$ cat src/rtl/rtis_pkg.sv
// Package for the rigid transform inlier scorer: field widths, payload
// structs, configuration register codes and the shared configuration view.
// No dependencies.
`timescale 1ns / 1ps
`default_nettype none

package rtis_pkg;

  // Field widths fixed by the interface.
  localparam int IDX_W   = 20;
  localparam int CNT_W   = IDX_W + 1;
  localparam int RANK_W  = 8;
  localparam int COORD_W = 32;
  localparam int ERR_W   = 64;
  localparam int CFG_W   = 64;
  localparam int CFG_IDX_W = 3;

  // Transform entries, three rows of three coefficients and a translation.
  localparam int MAT_N = 12;

  // Default depth of the queue between the arithmetic front and the tracker.
  localparam int QUEUE_DEPTH_DEF = 8;

  // Configuration register indexes.
  typedef enum logic [CFG_IDX_W-1:0] {
    REG_PAIR0  = 3'd0,
    REG_PAIR1  = 3'd1,
    REG_PAIR2  = 3'd2,
    REG_PAIR3  = 3'd3,
    REG_PAIR4  = 3'd4,
    REG_PAIR5  = 3'd5,
    REG_THRESH = 3'd6,
    REG_TOPK   = 3'd7
  } cfg_reg_t;

  // One candidate match.
  typedef struct packed {
    logic [IDX_W-1:0]          ref_index;
    logic signed [COORD_W-1:0] ref_x;
    logic signed [COORD_W-1:0] ref_y;
    logic signed [COORD_W-1:0] ref_z;
    logic signed [COORD_W-1:0] mov_x;
    logic signed [COORD_W-1:0] mov_y;
    logic signed [COORD_W-1:0] mov_z;
    logic                      last_candidate;
    logic                      new_hypothesis;
  } in_item_t;

  // One scored reference point.
  typedef struct packed {
    logic [IDX_W-1:0]  point_index;
    logic [RANK_W-1:0] best_rank;
    logic [ERR_W-1:0]  best_error;
    logic              is_inlier;
    logic [CNT_W-1:0]  inlier_count;
  } out_item_t;

  // Configuration as seen by the datapath.
  typedef struct packed {
    logic [MAT_N-1:0][COORD_W-1:0] mat;
    logic [ERR_W-1:0]              thresh_sq;
    logic [RANK_W-1:0]             top_k;
  } cfg_t;

  // Scored candidate handed from the front to the tracker.
  typedef struct packed {
    logic [IDX_W-1:0] ref_index;
    logic [ERR_W-1:0] err;
    logic             below_thresh;
    logic             last_candidate;
    logic             new_hypothesis;
  } q_item_t;

endpackage

`default_nettype wire

$ cat src/rtl/rtis_back.sv
// Back of the scorer: tracks the first minimum per reference point, keeps
// the inlier count and holds the result register. Depends on rtis_pkg.
`timescale 1ns / 1ps
`default_nettype none

module rtis_back (
  input  wire logic              clk,
  input  wire logic              rst_n,
  input  wire rtis_pkg::cfg_t    cfg,
  input  wire logic              q_valid,
  input  wire rtis_pkg::q_item_t q_data,
  output logic                   q_pop,
  output logic                   out_valid,
  input  wire logic              out_ready,
  output rtis_pkg::out_item_t    out_data
);

  localparam int RW = rtis_pkg::RANK_W;
  localparam int EW = rtis_pkg::ERR_W;
  localparam int CW = rtis_pkg::CNT_W;
  localparam logic [RW-1:0] RANK_SAT = '1;
  localparam logic [CW-1:0] CNT_MAX  = {1'b1, {(CW - 1){1'b0}}};

  logic [RW-1:0] rank_r, rank_nxt;
  logic [RW-1:0] min_rank_r, min_rank_nxt;
  logic [EW-1:0] min_err_r, min_err_nxt;
  logic          min_inl_r, min_inl_nxt;
  logic          scored_r, scored_nxt;
  logic [CW-1:0] hit_r, hit_nxt;
  logic          out_valid_r, out_valid_nxt;
  rtis_pkg::out_item_t out_r, out_nxt;

  logic          take;
  logic          cur_scored;
  logic          cur_inl;
  logic [CW-1:0] hit_base;

  // A beat leaves the queue whenever the result register can take a result.
  assign q_pop     = q_valid && (!out_valid_r || out_ready);
  assign out_valid = out_valid_r;
  assign out_data  = out_r;

  // Minimum tracking and result forming for the popped beat.
  always_comb begin
    rank_nxt      = rank_r;
    min_rank_nxt  = min_rank_r;
    min_err_nxt   = min_err_r;
    min_inl_nxt   = min_inl_r;
    scored_nxt    = scored_r;
    hit_nxt       = hit_r;
    out_nxt       = out_r;
    out_valid_nxt = out_valid_r && !out_ready;

    take = (rank_r < cfg.top_k) && (!scored_r || (q_data.err < min_err_r));
    hit_base = q_data.new_hypothesis ? '0 : hit_r;

    if (take) begin
      cur_scored = 1'b1;
      cur_inl    = q_data.below_thresh;
    end else begin
      cur_scored = scored_r;
      cur_inl    = scored_r && min_inl_r;
    end

    if (q_pop) begin
      hit_nxt = hit_base;
      if (take) begin
        min_err_nxt  = q_data.err;
        min_rank_nxt = rank_r;
        min_inl_nxt  = q_data.below_thresh;
        scored_nxt   = 1'b1;
      end
      if (rank_r != RANK_SAT) begin
        rank_nxt = rank_r + RW'(1);
      end

      if (q_data.last_candidate) begin
        if (cur_inl && (hit_base < CNT_MAX)) begin
          hit_nxt = hit_base + CW'(1);
        end
        out_nxt.point_index  = q_data.ref_index;
        out_nxt.best_rank    = cur_scored ? min_rank_nxt : '0;
        out_nxt.best_error   = cur_scored ? min_err_nxt : '0;
        out_nxt.is_inlier    = cur_inl;
        out_nxt.inlier_count = (cur_inl && (hit_base < CNT_MAX)) ? hit_base + CW'(1)
                                                                 : hit_base;
        out_valid_nxt = 1'b1;
        // Start the next reference point afresh.
        rank_nxt     = '0;
        min_rank_nxt = '0;
        min_err_nxt  = '1;
        min_inl_nxt  = 1'b0;
        scored_nxt   = 1'b0;
      end
    end
  end

  always_ff @(posedge clk) begin
    if (!rst_n) begin
      rank_r      <= '0;
      min_rank_r  <= '0;
      min_err_r   <= '1;
      min_inl_r   <= 1'b0;
      scored_r    <= 1'b0;
      hit_r       <= '0;
      out_valid_r <= 1'b0;
    end else begin
      rank_r      <= rank_nxt;
      min_rank_r  <= min_rank_nxt;
      min_err_r   <= min_err_nxt;
      min_inl_r   <= min_inl_nxt;
      scored_r    <= scored_nxt;
      hit_r       <= hit_nxt;
      out_valid_r <= out_valid_nxt;
    end
  end

  // Result payload.
  always_ff @(posedge clk) begin
    out_r <= out_nxt;
  end

endmodule

`default_nettype wire

$ cat config.mk
export PLATFORM = sky130hd
export DESIGN_NAME = rtis_back
export DESIGN_NICKNAME = d
export VERILOG_FILES = /design/src/rtl/rtis_pkg.sv /design/src/rtl/rtis_back.sv
export SDC_FILE = /design/constraint.sdc
export NUM_CORES = 1
export LEC_CHECK = 0
export BUFFER_PORTS_ARGS = -buffer_cell sky130_fd_sc_hd__buf_2
export CAP_MARGIN = 20
export CORE_AREA = 2 2 260 262
export CTS_BUF_LIST = sky130_fd_sc_hd__clkbuf_4
export CTS_CLUSTER_DIAMETER = 200
export DETAILED_ROUTE_END_ITERATION = 8
export DIE_AREA = 0 0 262 264
export GPL_TIMING_DRIVEN = 0
export PLACE_DENSITY = 0.47
export SYNTH_ARGS = -nofsm -noshare
export SYNTH_HDL_FRONTEND = slang
export SYNTH_SLANG_ARGS = --single-unit
$ cat constraint.sdc
create_clock -name clk -period 6.7 [get_ports clk]
set_input_delay 0.67 -clock clk [delete_from_list [all_inputs] [get_ports clk]]
set_output_delay 0.67 -clock clk [all_outputs]
set_load 0.01 [all_outputs]
==> impl_results.md <==
* Status: finished, final reports clean
* Prevailing post-synth register cell: edfxtp_1
* Async SR Flop Fraction at 0%
* Final count of hold timing violations at 0
* Io pins at about 660
* Max cap viols at 0
* Highest clock rate at 229 MHz
* Top post-synthesis cells by count: 114 x edfxtp_1, 107 x nand2_1, 104 x dfxtp_1, 98 x nor2_1, 79 x inv_1
* Setup CP Type: reg2reg
* TritonCTS Sinks at 218
* First-pass GRT wire length at 57.6 mm
* Flops & latches, synth at between 200 and 250
* Library cells used by synthesis at 70
* Die width at 262 um
* Largest area contributor in the netlist: edfxtp_1
* Syn nets at 1651
* Post-synth EDFFs at 114
* Row count at 95
* Share of power burned in registers at 45.2%
* Worst EP arrival at a little under 5000 ps
* Core Footprint at 0.0666 sq mm
* Tot Pwr at between 0.003 and 0.004 W
* Post-CTS sizing at 0
* Layout area overhead at 30.6%
* Htree depth at 3
* Cells after Synth at 1032
* Top post-synthesis cells by area: edfxtp_1 32%, dfxtp_1 19%, ha_1 8.3%, mux2i_1 6.7%, o211ai_1 4.7%
* First-pass iteration count of the detailed router at 5
* Die Y at 264 um
* Average wire per standard cell at 17.2 um
* GR Util All Layers at 11.2%
* DRC Markers at 0
* Top cell type's share of synthesized area at a little under a third
* CP Launch Type: flip-flop
* TritonCTS clock tree: built
* Cts hold-fix bufs at 20
* Syn Std Cell Area at roughly 0.011 sq mm
* Most instantiated library cell after synthesis: edfxtp_1
* Setup bufs post-CTS at 0
* Power per cell area at 234 mW/mm^2
* Largest net degree at the start of global routing at 81
* Antenna violations before repair at 30
* Total Routed Length at slightly below 40 mm
* Required @ worst endpoint at 7190 ps
* CP Capture Type: flip-flop
* Clk root buf: clkbuf_4
* Starting Density at approximately 16%
* Reg2Reg Depth at 12
* Synth warnings at 0
* Max-slew headroom at about a quarter
* Worst Tran Pin Value at 1120 ps
* Clk pin slew, worst setup/hold paths at 60 ps
* RR Startpoint: min_err_r[33]$_SDFFE_PN1P_
* First DRT Iteration DRCs at roughly 450
* Vias in the first global route at 9289
* HP Start: q_data[12]
* Via count at 9167
* Worst Hold Endpoint: min_err_r[9]$_SDFFE_PN1P_
* CTS buffer count at 67
* Layout cells sized above 1 at about 26%
* Post-Layout Cell Count at 2271
* Final Wtd Congestion at 0.786
* Routed Antenna Nets at 0
* Placed cells at 2119
* Hold Path Depth at 3
* Mapped Avg Cell Area at 10.5 sq um
* GRT Residual Overflow at 0
* Post-DP HPWL at 30.1 mm
* Vias per cell at 4.04
* Int Pwr at about 0.0024 W
* Nets at a little under 2000
* Final setup fails at 0
* Sequential-to-total area share from yosys stat at 50.7%
* RSZ-0062 raised after global routing: false
* Worst r2r dst: out_data[50]$_SDFFCE_PP0P_
* P_leak at 6.56 nW
* Total die area at 0.0692 sq mm
* Switching share of power at 27.5%
* Clk Latency, worst-skew pair at 770 ps
* Combinational power share at approximately an eighth
* FF-to-FF setup slack at 2330 ps
* Final Max Slew Viols at 0
* Fin crit share at about two thirds
* Clock buffer depth at 3
* Shortest period the worst path allows at 4370 ps
* PortBufs at 212
* Highest net fanout along the worst path at 10
* Fillcell total at between 7000 and 8000
* Power share of the clock group at 42.5%
* Setup Skew at between 40 and 50 ps
* Hold WC Path Type: in2reg
* Max VDD drop at 0.0000998 V
* P_sw at 0.000914 W
[kinds of logic after synthesis]
logic type      count (synthesis)  synth area share [%]
mux                            76                  7.08
compound gates                193                  13.3
simple gates                  327                  14.2
flops                         218                  50.7
fa+ha+maj                      72                  8.30
buf+inv                       129                  5.02
xor+xnor                       17                  1.37
[flip-flops by register name (all words and copies together), names as in the netlist]
| register | count |
|---|---|
| out_data | 114 |
| min_err_r | 64 |
| hit_r | 21 |
| min_rank_r | 8 |
| rank_r | 8 |
| min_inl_r | 1 |
| out_valid | 1 |
| scored_r | 1 |
[layout by cell type, fill, tap and decap left out, types with 15 or more instances in the layout]
cell type	instances
inv_1	78
clkbuf_1	25
clkinv_1	21
and3_1	15
ha_1	72
nand4_1	16
nor2_1	98
buf_2	225
dfxtp_1	104
dlygate4sd3_1	20
nand2_1	107
nand3_1	25
mux2i_1	73
a21oi_1	31
o211ai_1	68
nor2b_1	23
edfxtp_1	114
clkbuf_4	97
[metal layers]
layer	wire length, um	vias up	global-route usage [%]
met5	72	-	0
met4	1550	12	5.25
met3	2560	96	3.39
met2	18100	295	18.0
met1	16700	4363	13.6
li1	-	4401	-
[power by group through the flow]
stage                     Combinational, W  Clock [W]  Sequential [W]
after floorplan                   0.000213          0         0.00155
after detailed placement          0.000406          0         0.00153
after CTS                         0.000418    0.00149         0.00150
after global routing              0.000461    0.00154         0.00151
final                             0.000409    0.00141         0.00150
after global placement            0.000399          0         0.00154
[critical path, cell delays in order, from the launching register on]
cell and delay, ps:
dfxtp_1 330, inv_1 60, ha_1 290, a21oi_1 130
o21ai_0 110, a221oi_1 960, o211ai_1 230, a211o_1 340
o21a_2 270, nor2_2 590, buf_4 350, mux2i_1 340
nor2_1 110
[layout make-up]
cell class / count / area, sq um / share of cell area (%)
well taps: 873 / 1090 / 7.70
inverters: 80 / 305 / 2.15
repair buffers: 234 / 1300 / 9.16
clock buffers: 97 / 728 / 5.13
multi-input cells: 685 / 4810 / 33.9
plain buffers: 49 / 245 / 1.73
flip-flops and latches: 218 / 5510 / 38.8
clock inverters: 26 / 179 / 1.26
diodes: 9 / 22.5 / 0.159
[how the worst max path moves through the flow]
stage,cells past startpoint,end,start
finish,12,out_data[50]$_SDFFCE_PP0P_,min_err_r[33]$_SDFFE_PN1P_
global route,13,min_err_r[37]$_SDFFE_PN1P_,min_err_r[35]$_SDFFE_PN1P_
CTS,12,out_data[53]$_SDFFCE_PP0P_,min_err_r[33]$_SDFFE_PN1P_
detailed placement,12,out_data[53]$_SDFFCE_PP0P_,q_data[38]
global placement,12,hit_r[18]$_SDFFE_PN0P_,out_ready
floorplan,11,hit_r[18]$_SDFFE_PN0P_,out_ready
[stage by stage]
| step | hold WS (ps) | utilization (%) | setup TNS, ps | instance area [sq um] | setup WS, ps |
|---|---|---|---|---|---|
| 2_1_floorplan | 452 | - | 0 | 10900 | 1660 |
| 3_5_place_dp | 487 | 19.6 | 0 | 13100 | 1740 |
| 5_1_grt | 110 | 21.3 | 0 | 14200 | 2030 |
| 3_3_place_gp | 470 | 19.5 | -13720 | 13000 | -1080 |
| 6_report | 167 | 21.3 | 0 | 14200 | 2330 |
| 4_1_cts | 51.2 | 21.3 | 0 | 14200 | 2190 |
Power figures use the tool's default switching activity.
