File: config.mk
export PLATFORM = sky130hd
export DESIGN_NAME = rtis_queue
export DESIGN_NICKNAME = d
export VERILOG_FILES = /design/src/rtl/rtis_pkg.sv /design/src/rtl/rtis_queue.sv
export SDC_FILE = /design/constraint.sdc
export NUM_CORES = 1
export LEC_CHECK = 0
export BUFFER_PORTS_ARGS = -buffer_cell sky130_fd_sc_hd__buf_2
export CAP_MARGIN = 20
export CORE_MARGIN = 5
export CORE_UTILIZATION = 35
export DETAILED_ROUTE_END_ITERATION = 10
export PLACE_DENSITY = 0.48
export SLEW_MARGIN = 20
export SYNTH_ARGS = -nofsm -noshare
export SYNTH_HDL_FRONTEND = slang
export SYNTH_SLANG_ARGS = --single-unit
File: constraint.sdc
create_clock -name clk -period 15.2 [get_ports clk]
set_input_delay 2.28 -clock clk [delete_from_list [all_inputs] [get_ports clk]]
set_output_delay 2.28 -clock clk [all_outputs]
set_load 0.005 [all_outputs]
File: src/rtl/rtis_pkg.sv
// Package for the rigid transform inlier scorer: field widths, payload
// structs, configuration register codes and the shared configuration view.
// No dependencies.
`timescale 1ns / 1ps
`default_nettype none

package rtis_pkg;

  // Field widths fixed by the interface.
  localparam int IDX_W   = 20;
  localparam int CNT_W   = IDX_W + 1;
  localparam int RANK_W  = 8;
  localparam int COORD_W = 32;
  localparam int ERR_W   = 64;
  localparam int CFG_W   = 64;
  localparam int CFG_IDX_W = 3;

  // Transform entries, three rows of three coefficients and a translation.
  localparam int MAT_N = 12;

  // Default depth of the queue between the arithmetic front and the tracker.
  localparam int QUEUE_DEPTH_DEF = 8;

  // Configuration register indexes.
  typedef enum logic [CFG_IDX_W-1:0] {
    REG_PAIR0  = 3'd0,
    REG_PAIR1  = 3'd1,
    REG_PAIR2  = 3'd2,
    REG_PAIR3  = 3'd3,
    REG_PAIR4  = 3'd4,
    REG_PAIR5  = 3'd5,
    REG_THRESH = 3'd6,
    REG_TOPK   = 3'd7
  } cfg_reg_t;

  // One candidate match.
  typedef struct packed {
    logic [IDX_W-1:0]          ref_index;
    logic signed [COORD_W-1:0] ref_x;
    logic signed [COORD_W-1:0] ref_y;
    logic signed [COORD_W-1:0] ref_z;
    logic signed [COORD_W-1:0] mov_x;
    logic signed [COORD_W-1:0] mov_y;
    logic signed [COORD_W-1:0] mov_z;
    logic                      last_candidate;
    logic                      new_hypothesis;
  } in_item_t;

  // One scored reference point.
  typedef struct packed {
    logic [IDX_W-1:0]  point_index;
    logic [RANK_W-1:0] best_rank;
    logic [ERR_W-1:0]  best_error;
    logic              is_inlier;
    logic [CNT_W-1:0]  inlier_count;
  } out_item_t;

  // Configuration as seen by the datapath.
  typedef struct packed {
    logic [MAT_N-1:0][COORD_W-1:0] mat;
    logic [ERR_W-1:0]              thresh_sq;
    logic [RANK_W-1:0]             top_k;
  } cfg_t;

  // Scored candidate handed from the front to the tracker.
  typedef struct packed {
    logic [IDX_W-1:0] ref_index;
    logic [ERR_W-1:0] err;
    logic             below_thresh;
    logic             last_candidate;
    logic             new_hypothesis;
  } q_item_t;

endpackage

`default_nettype wire

File: src/rtl/rtis_queue.sv
// Short queue of scored candidates between the front and the tracker.
// Depends on rtis_pkg for the entry type.
`timescale 1ns / 1ps
`default_nettype none

module rtis_queue #(
  parameter int DEPTH = rtis_pkg::QUEUE_DEPTH_DEF
) (
  input  wire logic              clk,
  input  wire logic              rst_n,
  input  wire logic              push,
  input  wire rtis_pkg::q_item_t push_data,
  input  wire logic              pop,
  output logic                   not_empty,
  output rtis_pkg::q_item_t      pop_data
);

  localparam int PTR_W = (DEPTH > 1) ? $clog2(DEPTH) : 1;
  localparam int CNT_W = $clog2(DEPTH + 1);

  rtis_pkg::q_item_t mem_r [DEPTH];
  logic [PTR_W-1:0] wr_ptr_r, wr_ptr_nxt;
  logic [PTR_W-1:0] rd_ptr_r, rd_ptr_nxt;
  logic [CNT_W-1:0] count_r, count_nxt;

  assign not_empty = (count_r != '0);
  assign pop_data  = mem_r[rd_ptr_r];

  // Pointer wrap and fill count.
  always_comb begin
    wr_ptr_nxt = wr_ptr_r;
    rd_ptr_nxt = rd_ptr_r;
    count_nxt  = count_r;
    if (push) begin
      wr_ptr_nxt = (wr_ptr_r == PTR_W'(DEPTH - 1)) ? '0 : wr_ptr_r + PTR_W'(1);
    end
    if (pop) begin
      rd_ptr_nxt = (rd_ptr_r == PTR_W'(DEPTH - 1)) ? '0 : rd_ptr_r + PTR_W'(1);
    end
    if (push && !pop) begin
      count_nxt = count_r + CNT_W'(1);
    end else if (!push && pop) begin
      count_nxt = count_r - CNT_W'(1);
    end
  end

  always_ff @(posedge clk) begin
    if (!rst_n) begin
      wr_ptr_r <= '0;
      rd_ptr_r <= '0;
      count_r  <= '0;
    end else begin
      wr_ptr_r <= wr_ptr_nxt;
      rd_ptr_r <= rd_ptr_nxt;
      count_r  <= count_nxt;
    end
  end

  // Entry storage.
  always_ff @(posedge clk) begin
    if (push) begin
      mem_r[wr_ptr_r] <= push_data;
    end
  end

endmodule

`default_nettype wire

==> results of run 1 <==
final cells by class:
class / count / area, µm²
fillers: 6646 / 44600
flip-flops and latches: 709 / 21200
multi-input cells: 316 / 5330
clock buffers: 91 / 2000
well taps: 1030 / 1290
repair buffers: 202 / 1090
clock inverters: 48 / 447
inverters: 3 / 11.3
diodes: 1 / 2.50
power by group through the flow:
stage / combinational [mW] / clock [mW] / sequential [mW]
after CTS: 0.266 / 1.86 / 2.21
after global placement: 0.262 / 0 / 2.25
final: 0.256 / 1.80 / 2.21
after detailed placement: 0.265 / 0 / 2.25
after global routing: 0.282 / 1.94 / 2.21
after floorplan: 0.164 / 0 / 2.25
cell families (layout without fill, tap and decap cells):
family	after synthesis	count (layout)	share of synthesized area [%]
flops	709	709	79.0
buf+inv	54	344	1.28
mux	265	265	18.4
other cells	0	1	0
xor+xnor	2	2	0.0654
fa+ha+maj	8	8	0.402
simple gates	33	33	0.617
compound gates	8	8	0.168
synthesized netlist by cell type:
cell type	count	area share [%]
edfxtp_1	696	78
mux4_2	174	15
mux2_2	87	3.7
buf_6	18	0.76
clkbuf_1	16	0.22
buf_1	13	0.18
dfxtp_1	13	0.97
nor2_1	8	0.11
ha_1	7	0.33
nand2_1	7	0.098
nor2b_1	5	0.12
and2_1	4	0.093
buf_2	4	0.075
mux2i_1	4	0.15
nand2b_1	4	0.093
a21oi_1	3	0.056
inv_1	3	0.042
nor3_1	3	0.056
o21ai_0	2	0.037
xnor2_1	2	0.065
a211oi_1	1	0.028
a31oi_1	1	0.023
fa_1	1	0.075
nand3_1	1	0.019
o22ai_1	1	0.023
or4_1	1	0.028
worst min-delay path by stage:
| stage | startpoint | end | slack [ns] | depth (start not counted) |
|---|---|---|---|---|
| floorplan | count_r[3] | count_r[3] | 0.44 | 2 |
| global placement | count_r[3] | count_r[3] | 0.46 | 2 |
| detailed placement | count_r[3] | count_r[3] | 0.46 | 2 |
| CTS | count_r[3] | count_r[3] | 0.47 | 2 |
| global route | count_r[3] | count_r[3] | 0.49 | 2 |
| finish | count_r[3] | count_r[3] | 0.47 | 2 |
sequential cells by signal, summed over array words and instances (netlist names), named ones only:
register,count
mem_r,696
count_r,4
rd_ptr_r,3
wr_ptr_r,3
per-layer routing:
metal	wire [µm]	vias to the layer above	GRT usage [%]
li1	-	5083	-
met3	2630	91	3.53
met1	24500	6286	18.5
met5	69	-	0
met4	1180	12	3.50
met2	28700	201	23.1
worst max-delay path, stage by stage (launching register included):
cell	delay, ns
dfxtp_4	0.89
buf_4	0.86
buf_4	0.58
buf_12	0.29
mux4_2	0.54
mux2_2	0.28
buf_2	0.16
metrics by stage:
stage | area (µm²) | hold slack, ns
2_1_floorplan | 26800 | 0.440
3_3_place_gp | 28900 | 0.458
3_5_place_dp | 28900 | 0.464
4_1_cts | 31300 | 0.474
5_1_grt | 31300 | 0.489
6_report | 31300 | 0.471
==> summary.txt, run 1 <==
Timing
  • Setup TNS: 0 ns
  • Setup violations, final: 0
  • Tcrit/Tclk final: 43.1%
  • Hold Violations, Final: 0
  • Slew @ Worst Pin: 1.00 ns
  • Slew headroom: 33.0%
  • Setup ws final: 8.65 ns
  • Max-slew violation count: 0
  • Unrepaired setup endpoints after global routing: false
  • Clk_skew: 0.0124 ns
  • Min cycle time layout: 6.55 ns
  • Peak Freq: 0.153 GHz

Clocking
  • Setup Buffers After CTS: 0
  • Clock Path Buffers: 3
  • CTS resizes: 0
  • CTS tree: yes
  • Worst skew pair latency: 0.61 ns
  • Clock-pin slew on the worst setup and hold paths: 0.06 ns
  • Num CTS Buffers: 77
  • Root Buffer: clkbuf_16
  • Hold Buf Count CTS: 0
  • Htree depth: 3
  • Sink Count: 709

Synthesis
  • Cell count after synthesis: 1,079
  • Synthesized flop and latch total: 709
  • Post-synthesis sequential area ratio: 79.0%
  • Syn avg cell area: 24.8 µm²
  • Synth warn: 0
  • Mapped Nets: 1,178
  • Distinct cell type count after synthesis: 26
  • Mapped Area: 26,800 µm²

Power and ir drop
  • Power consumption: 4.26 mW
  • Int Power: 3.37 mW
  • Net switching fraction of the power: 21.1%
  • Peak VDD IR: 0.0000806 V
  • Leak pwr: 9.89 nW
  • Pwr dens: 136 nW/µm²
  • Clock network fraction of total power: 42.2%
  • P_sw: 0.898 mW
  • Logic pwr share: 6.0%
  • Sequential Power Share: 51.8%

Worst setup path
  • Worst Setup End Kind: output port
  • Critical Path RT: 12.92 ns
  • CP max FO: 43
  • CP Class: reg2out
  • Reg-to-reg slack, setup: 12.04 ns
  • Reg-to-reg critical path startpoint: wr_ptr_r[0]
  • Worst reg2reg path endpoint: mem_r[2][21]
  • Startpoint Class: register
  • Worst R2R Path Depth: 4
  • CP endpoint: pop_data[31]
  • WP data arrival: 4.27 ns

Placed design
  • Placement Setup Slack: 8.89 ns
  • PortBufs: 178
  • DP HPWL: 29.4 mm
  • Gpl congestion: 0.674
  • Placed Cells incl. Taps: 2,259

Die
  • Ports: 179
  • Die Y: 287 µm
  • Initial Utilization: 35.3%
  • Row cnt: 101
  • Die ar.: 82,100 µm²
  • Core Region: 75,900 µm²
  • Die width: 287 µm

GRT
  • Global route total overflow: 0
  • Largest net degree at the start of global routing: 71
  • Total Routing Usage GR: 13.9%
  • Vias in the first global route: 12,834
  • First-pass GRT wire length: 84.8 mm
  • Initial antenna violation count: 7

Drt
  • Post-route DRC: 0
  • Drt pass-1 iters: 4
  • Post-Route WL: 57.1 mm
  • ANT nets after route: 0
  • Vias per inst: 4.86
  • Detailed-route via count: 11,673
  • Routed len/inst: 23.8 µm
  • Initial DRC Count: 657

Final layout
  • Layout cell share with drive strength beyond 1: 42.5%
  • Most common cell after layout, fill and taps aside: edfxtp_1
  • Commonest cells after routing, fill and taps aside: edfxtp_1, buf_2, mux4_2, mux2_2, clkbuf_16
  • Final Non-Filler Cells: 2,400
  • Post-layout net count: 1,408
  • Area grow syn2layout: 17.0%
  • Final core utilization: 41.3%

Run status
  • Status: finished, final reports clean

Worst hold path
  • Tightest Hold Check Type: reg2reg

Flow run
  • Max-Cap Viols: 0
(Power assumes the default switching activity.)
==> inputs of run 2 (changes only) <==
Clock period 15.2 ns to 6.61 ns, I/O delays scaled along.
==> summary.txt, run 2 (synthesis gave the netlist of run 1 again) <==
Worst setup path
  • CP bufs+invs: 2
  • CP max FO: 42
  • Reg-to-reg critical path startpoint: wr_ptr_r[2]
  • Crit path cell chain: buf_4 -> mux4_2 -> mux2_2 -> buf_2
  • Worst Setup End Kind: output port
  • Reg-to-reg slack, setup: 4.19 ns
  • Startpoint Class: register
  • Critical path's largest stage delay: 0.96 ns
  • CP Class: reg2out
  • WP data arrival: 3.31 ns
  • Critical Path RT: 5.62 ns
  • Crit path max-delay family: flip-flops
  • Slowest-stage cell, CP: dfxtp_4

Drt
  • Post-Route WL: 57.0 mm
  • Post-route DRC: 0
  • Initial DRC Count: 647
  • Drt pass-1 iters: 4
  • Vias per inst: 4.85
  • Detailed-route via count: 11,640
  • Routed len/inst: 23.7 µm
  • ANT nets after route: 0

Timing
  • Setup TNS: 0 ns
  • Peak Freq: 0.232 GHz
  • Setup violations, final: 0
  • Slew @ Worst Pin: 1.06 ns
  • Setup ws final: 2.31 ns
  • Tcrit/Tclk final: 65.1%
  • Min cycle time layout: 4.30 ns
  • Hold Violations, Final: 0
  • Max-slew violation count: 0
  • Unrepaired setup endpoints after global routing: false
  • Clk_skew: 0.0157 ns
  • Slew headroom: 29.4%

Placed design
  • PortBufs: 178
  • Placement Setup Slack: 2.78 ns
  • DP HPWL: 29.5 mm
  • Placed Cells incl. Taps: 2,260
  • Gpl congestion: 0.680

Worst hold path
  • Tightest Hold Check Type: reg2reg
  • Worst Hold Launch: count_r[3]

GRT
  • Global route total overflow: 0
  • Vias in the first global route: 12,825
  • Largest net degree at the start of global routing: 65
  • Initial antenna violation count: 8
  • Total Routing Usage GR: 14.0%
  • First-pass GRT wire length: 85.3 mm

Clocking
  • Root Buffer: clkbuf_16
  • Hold Buf Count CTS: 0
  • CTS tree: yes
  • Clock Path Buffers: 3
  • CTS resizes: 0
  • Sink Count: 709
  • Htree depth: 3
  • Worst skew pair latency: 0.59 ns
  • Clock-pin slew on the worst setup and hold paths: 0.06 ns
  • Setup Buffers After CTS: 0
  • Num CTS Buffers: 77

Final layout
  • Commonest cells after routing, fill and taps aside: edfxtp_1, buf_2, mux4_2, mux2_2, clkbuf_16
  • Final Non-Filler Cells: 2,399
  • Most common cell after layout, fill and taps aside: edfxtp_1
  • Max reg flops: 696
  • Layout cell share with drive strength beyond 1: 42.1%
  • Largest Register: mem_r
  • Area grow syn2layout: 16.6%
  • # fillers: 6,672
  • Largest registers: mem_r: 696 flops, count_r: 4 flops
  • Post-layout net count: 1,408

Power and ir drop
  • Logic pwr share: 6.1%
  • Net switching fraction of the power: 20.9%
  • Peak VDD IR: 0.000187 V
  • Power consumption: 9.64 mW
  • Pwr dens: 309 nW/µm²
  • Sequential Power Share: 52.7%
  • Leak pwr: 9.83 nW
  • Int Power: 7.63 mW
  • P_sw: 2.01 mW
  • Clock network fraction of total power: 41.2%

Die
  • Initial Utilization: 35.3%
  • Row cnt: 101
  • Ports: 179
  • Die width: 287 µm
  • Die ar.: 82,100 µm²
  • Die Y: 287 µm
  • Core Region: 75,900 µm²

Run status
  • Status: finished, final reports clean

Flow run
  • Max-Cap Viols: 0
[run 2: metal layers]
metal	part of all wire, %	track usage [%]
met2	50	23.1
met1	43	18.7
met3	4.6	3.20
met5	0.17	0
met4	2.2	3.98
[run 2: path summary, 6_finish.rpt]
check / end / depth (start not counted)
max: pop_data[16] / 4
min: count_r[3] / 2
max reg2reg: mem_r[6][69] / 3
min reg2reg: count_r[3] / 2
[run 2: layout make-up]
class | count | area, µm² | area share, %
Sequential cell | 709 | 21200 | 67.8
Inverter | 3 | 11.3 | 0.0361
Timing Repair Buffer | 202 | 1080 | 3.47
Multi-Input combinational cell | 316 | 5340 | 17.1
Antenna cell | 1 | 2.50 | 0.00801
Clock buffer | 106 | 2100 | 6.72
Clock inverter | 32 | 233 | 0.745
Tap cell | 1030 | 1290 | 4.13
[run 2: through the flow]
stage / hold WS (ns) / cell area, µm² / utilization, %
after floorplan: 0.440 / 26800 / -
after global placement: 0.456 / 28900 / 38.0
after detailed placement: 0.464 / 28900 / 38.0
after CTS: 0.472 / 31200 / 41.1
after global routing: 0.511 / 31200 / 41.1
final: 0.471 / 31200 / 41.1
[run 2: power by group through the flow]
stage	Combinational (mW)	Clock (mW)	Sequential, mW
finish	0.589	3.97	5.08
global route	0.648	4.31	5.09
CTS	0.614	4.11	5.08
detailed placement	0.611	0	5.18
global placement	0.607	0	5.17
floorplan	0.377	0	5.16
[run 2: worst min-delay path, stage by stage, from the launching register on]
cell and delay (ns):
dfxtp_1 0.31, nand2_1 0.06, mux2i_1 0.05
==> inputs of run 3 (changes only) <==
Clock period 6.61 ns to 4.4 ns, I/O delays scaled along.
==> summary.txt, run 3 (synthesis gave the netlist of run 1 again) <==
Drt
  • Post-route DRC: 0
  • ANT nets after route: 0
  • Routed len/inst: 24.0 µm
  • Post-Route WL: 58.0 mm
  • Detailed-route via count: 11,825
  • Vias per inst: 4.90
  • Drt pass-1 iters: 4
  • Initial DRC Count: 688

Placed design
  • Gpl congestion: 0.674
  • DP HPWL: 31.8 mm
  • PortBufs: 178

Clocking
  • CTS tree: yes
  • Clock Path Buffers: 3
  • Worst skew pair latency: 0.60 ns
  • Setup Buffers After CTS: 0
  • Clock-pin slew on the worst setup and hold paths: 0.06 ns
  • CTS resizes: 0
  • Hold Buf Count CTS: 0
  • Root Buffer: clkbuf_16
  • Num CTS Buffers: 78
  • Htree depth: 3
  • Sink Count: 709

Worst setup path
  • CP max FO: 31
  • Worst Setup End Kind: output port
  • CP Class: reg2out
  • Crit path max-delay family: multiplexers
  • Crit path cell chain: buf_12 -> mux4_2 -> mux2_2 -> buf_2
  • Slowest-stage cell, CP: dfxtp_4
  • WP data arrival: 2.80 ns
  • CP bufs+invs: 2
  • Critical Path RT: 3.74 ns
  • Critical path's largest stage delay: 0.80 ns
  • Startpoint Class: register

Power and ir drop
  • Power consumption: 14.7 mW
  • Leak pwr: 9.99 nW
  • Pwr dens: 467 nW/µm²
  • Peak VDD IR: 0.000279 V

Die
  • Initial Utilization: 35.3%
  • Die width: 287 µm
  • Row cnt: 101
  • Die Y: 287 µm
  • Die ar.: 82,100 µm²
  • Ports: 179
  • Core Region: 75,900 µm²

Timing
  • Hold Violations, Final: 0
  • Slew @ Worst Pin: 0.915 ns
  • Peak Freq: 0.289 GHz
  • Setup violations, final: 0
  • Min cycle time layout: 3.46 ns
  • Tcrit/Tclk final: 78.5%
  • Slew headroom: 39.0%
  • Hold WS: 0.326 ns
  • Clk_skew: 0.0140 ns
  • Unrepaired setup endpoints after global routing: false
  • Max-slew violation count: 0

Final layout
  • Max reg flops: 696
  • Largest registers: mem_r: 696 flops, count_r: 4 flops
  • Commonest cells after routing, fill and taps aside: edfxtp_1, buf_2, mux4_2, mux2_2, clkbuf_16
  • Layout cell share with drive strength beyond 1: 42.8%
  • Area grow syn2layout: 18.0%
  • Most common cell after layout, fill and taps aside: edfxtp_1
  • Largest Register: mem_r
  • Post-layout net count: 1,422
  • # fillers: 6,619

GRT
  • Global route total overflow: 0
  • First-pass GRT wire length: 86.5 mm
  • Largest net degree at the start of global routing: 56
  • Vias in the first global route: 13,101
  • Initial antenna violation count: 6
  • Total Routing Usage GR: 14.1%

Flow run
  • Max-Cap Viols: 0

Run status
  • Status: finished, final reports clean

Worst hold path
  • Tightest Hold Check Type: in2reg
[run 3: changes by cell type in the layout (fill, tap and decap cells not counted), sizes merged]
cell / change
buf: +13
bufinv: +3
clkbuf: -15
inv: -1
clkinvlp: +1
diode: +2
clkinv: +13
[run 3: final timing paths]
path                                     from            to  slack (ns)  depth (start not counted)
worst min register to register     count_r[3]    count_r[3]        0.50                          2
worst max register to register    wr_ptr_r[0]  mem_r[0][47]        2.37                          3
worst min-delay path            push_data[66]  mem_r[7][66]        0.33                          1
worst max-delay path                 register  pop_data[52]        0.94                          4
[run 3: final cells by class]
cell class / instances / area (µm²) / area share [%]
antenna: 3 / 7.51 / 0.0238
clock buffer: 91 / 2060 / 6.54
timing repair buffer: 215 / 1330 / 4.21
clock inverter: 48 / 370 / 1.17
tap: 1030 / 1290 / 4.08
multi-input combinational: 316 / 5340 / 16.9
inverter: 3 / 11.3 / 0.0357
sequential: 709 / 21200 / 67.0
[run 3: layer usage]
metal	GRT usage, %	share of wire [%]
met1	18.8	43
met2	23.9	50
met3	2.79	4.7
met4	3.88	1.8
met5	0	0.079
[run 3: stage by stage]
stage                     instances  util (%)  instance area, µm²  TNS, ns  setup WS [ns]
after floorplan                1079         -               26800  -322.42         -0.544
after global placement         2273      38.4               29100        0           1.48
after detailed placement       2273      38.4               29100        0           1.49
after CTS                      2412      41.6               31600        0          0.816
after global routing           2412      41.6               31600        0          0.767
final                          2415      41.6               31600        0          0.944
[run 3: where the power goes]
group | switching [mW] | internal [mW] | leakage [nW]
registers | 0.0623 | 7.57 | 6.43
clock network | 2.55 | 3.64 | 1.19
logic | 0.463 | 0.462 | 2.37
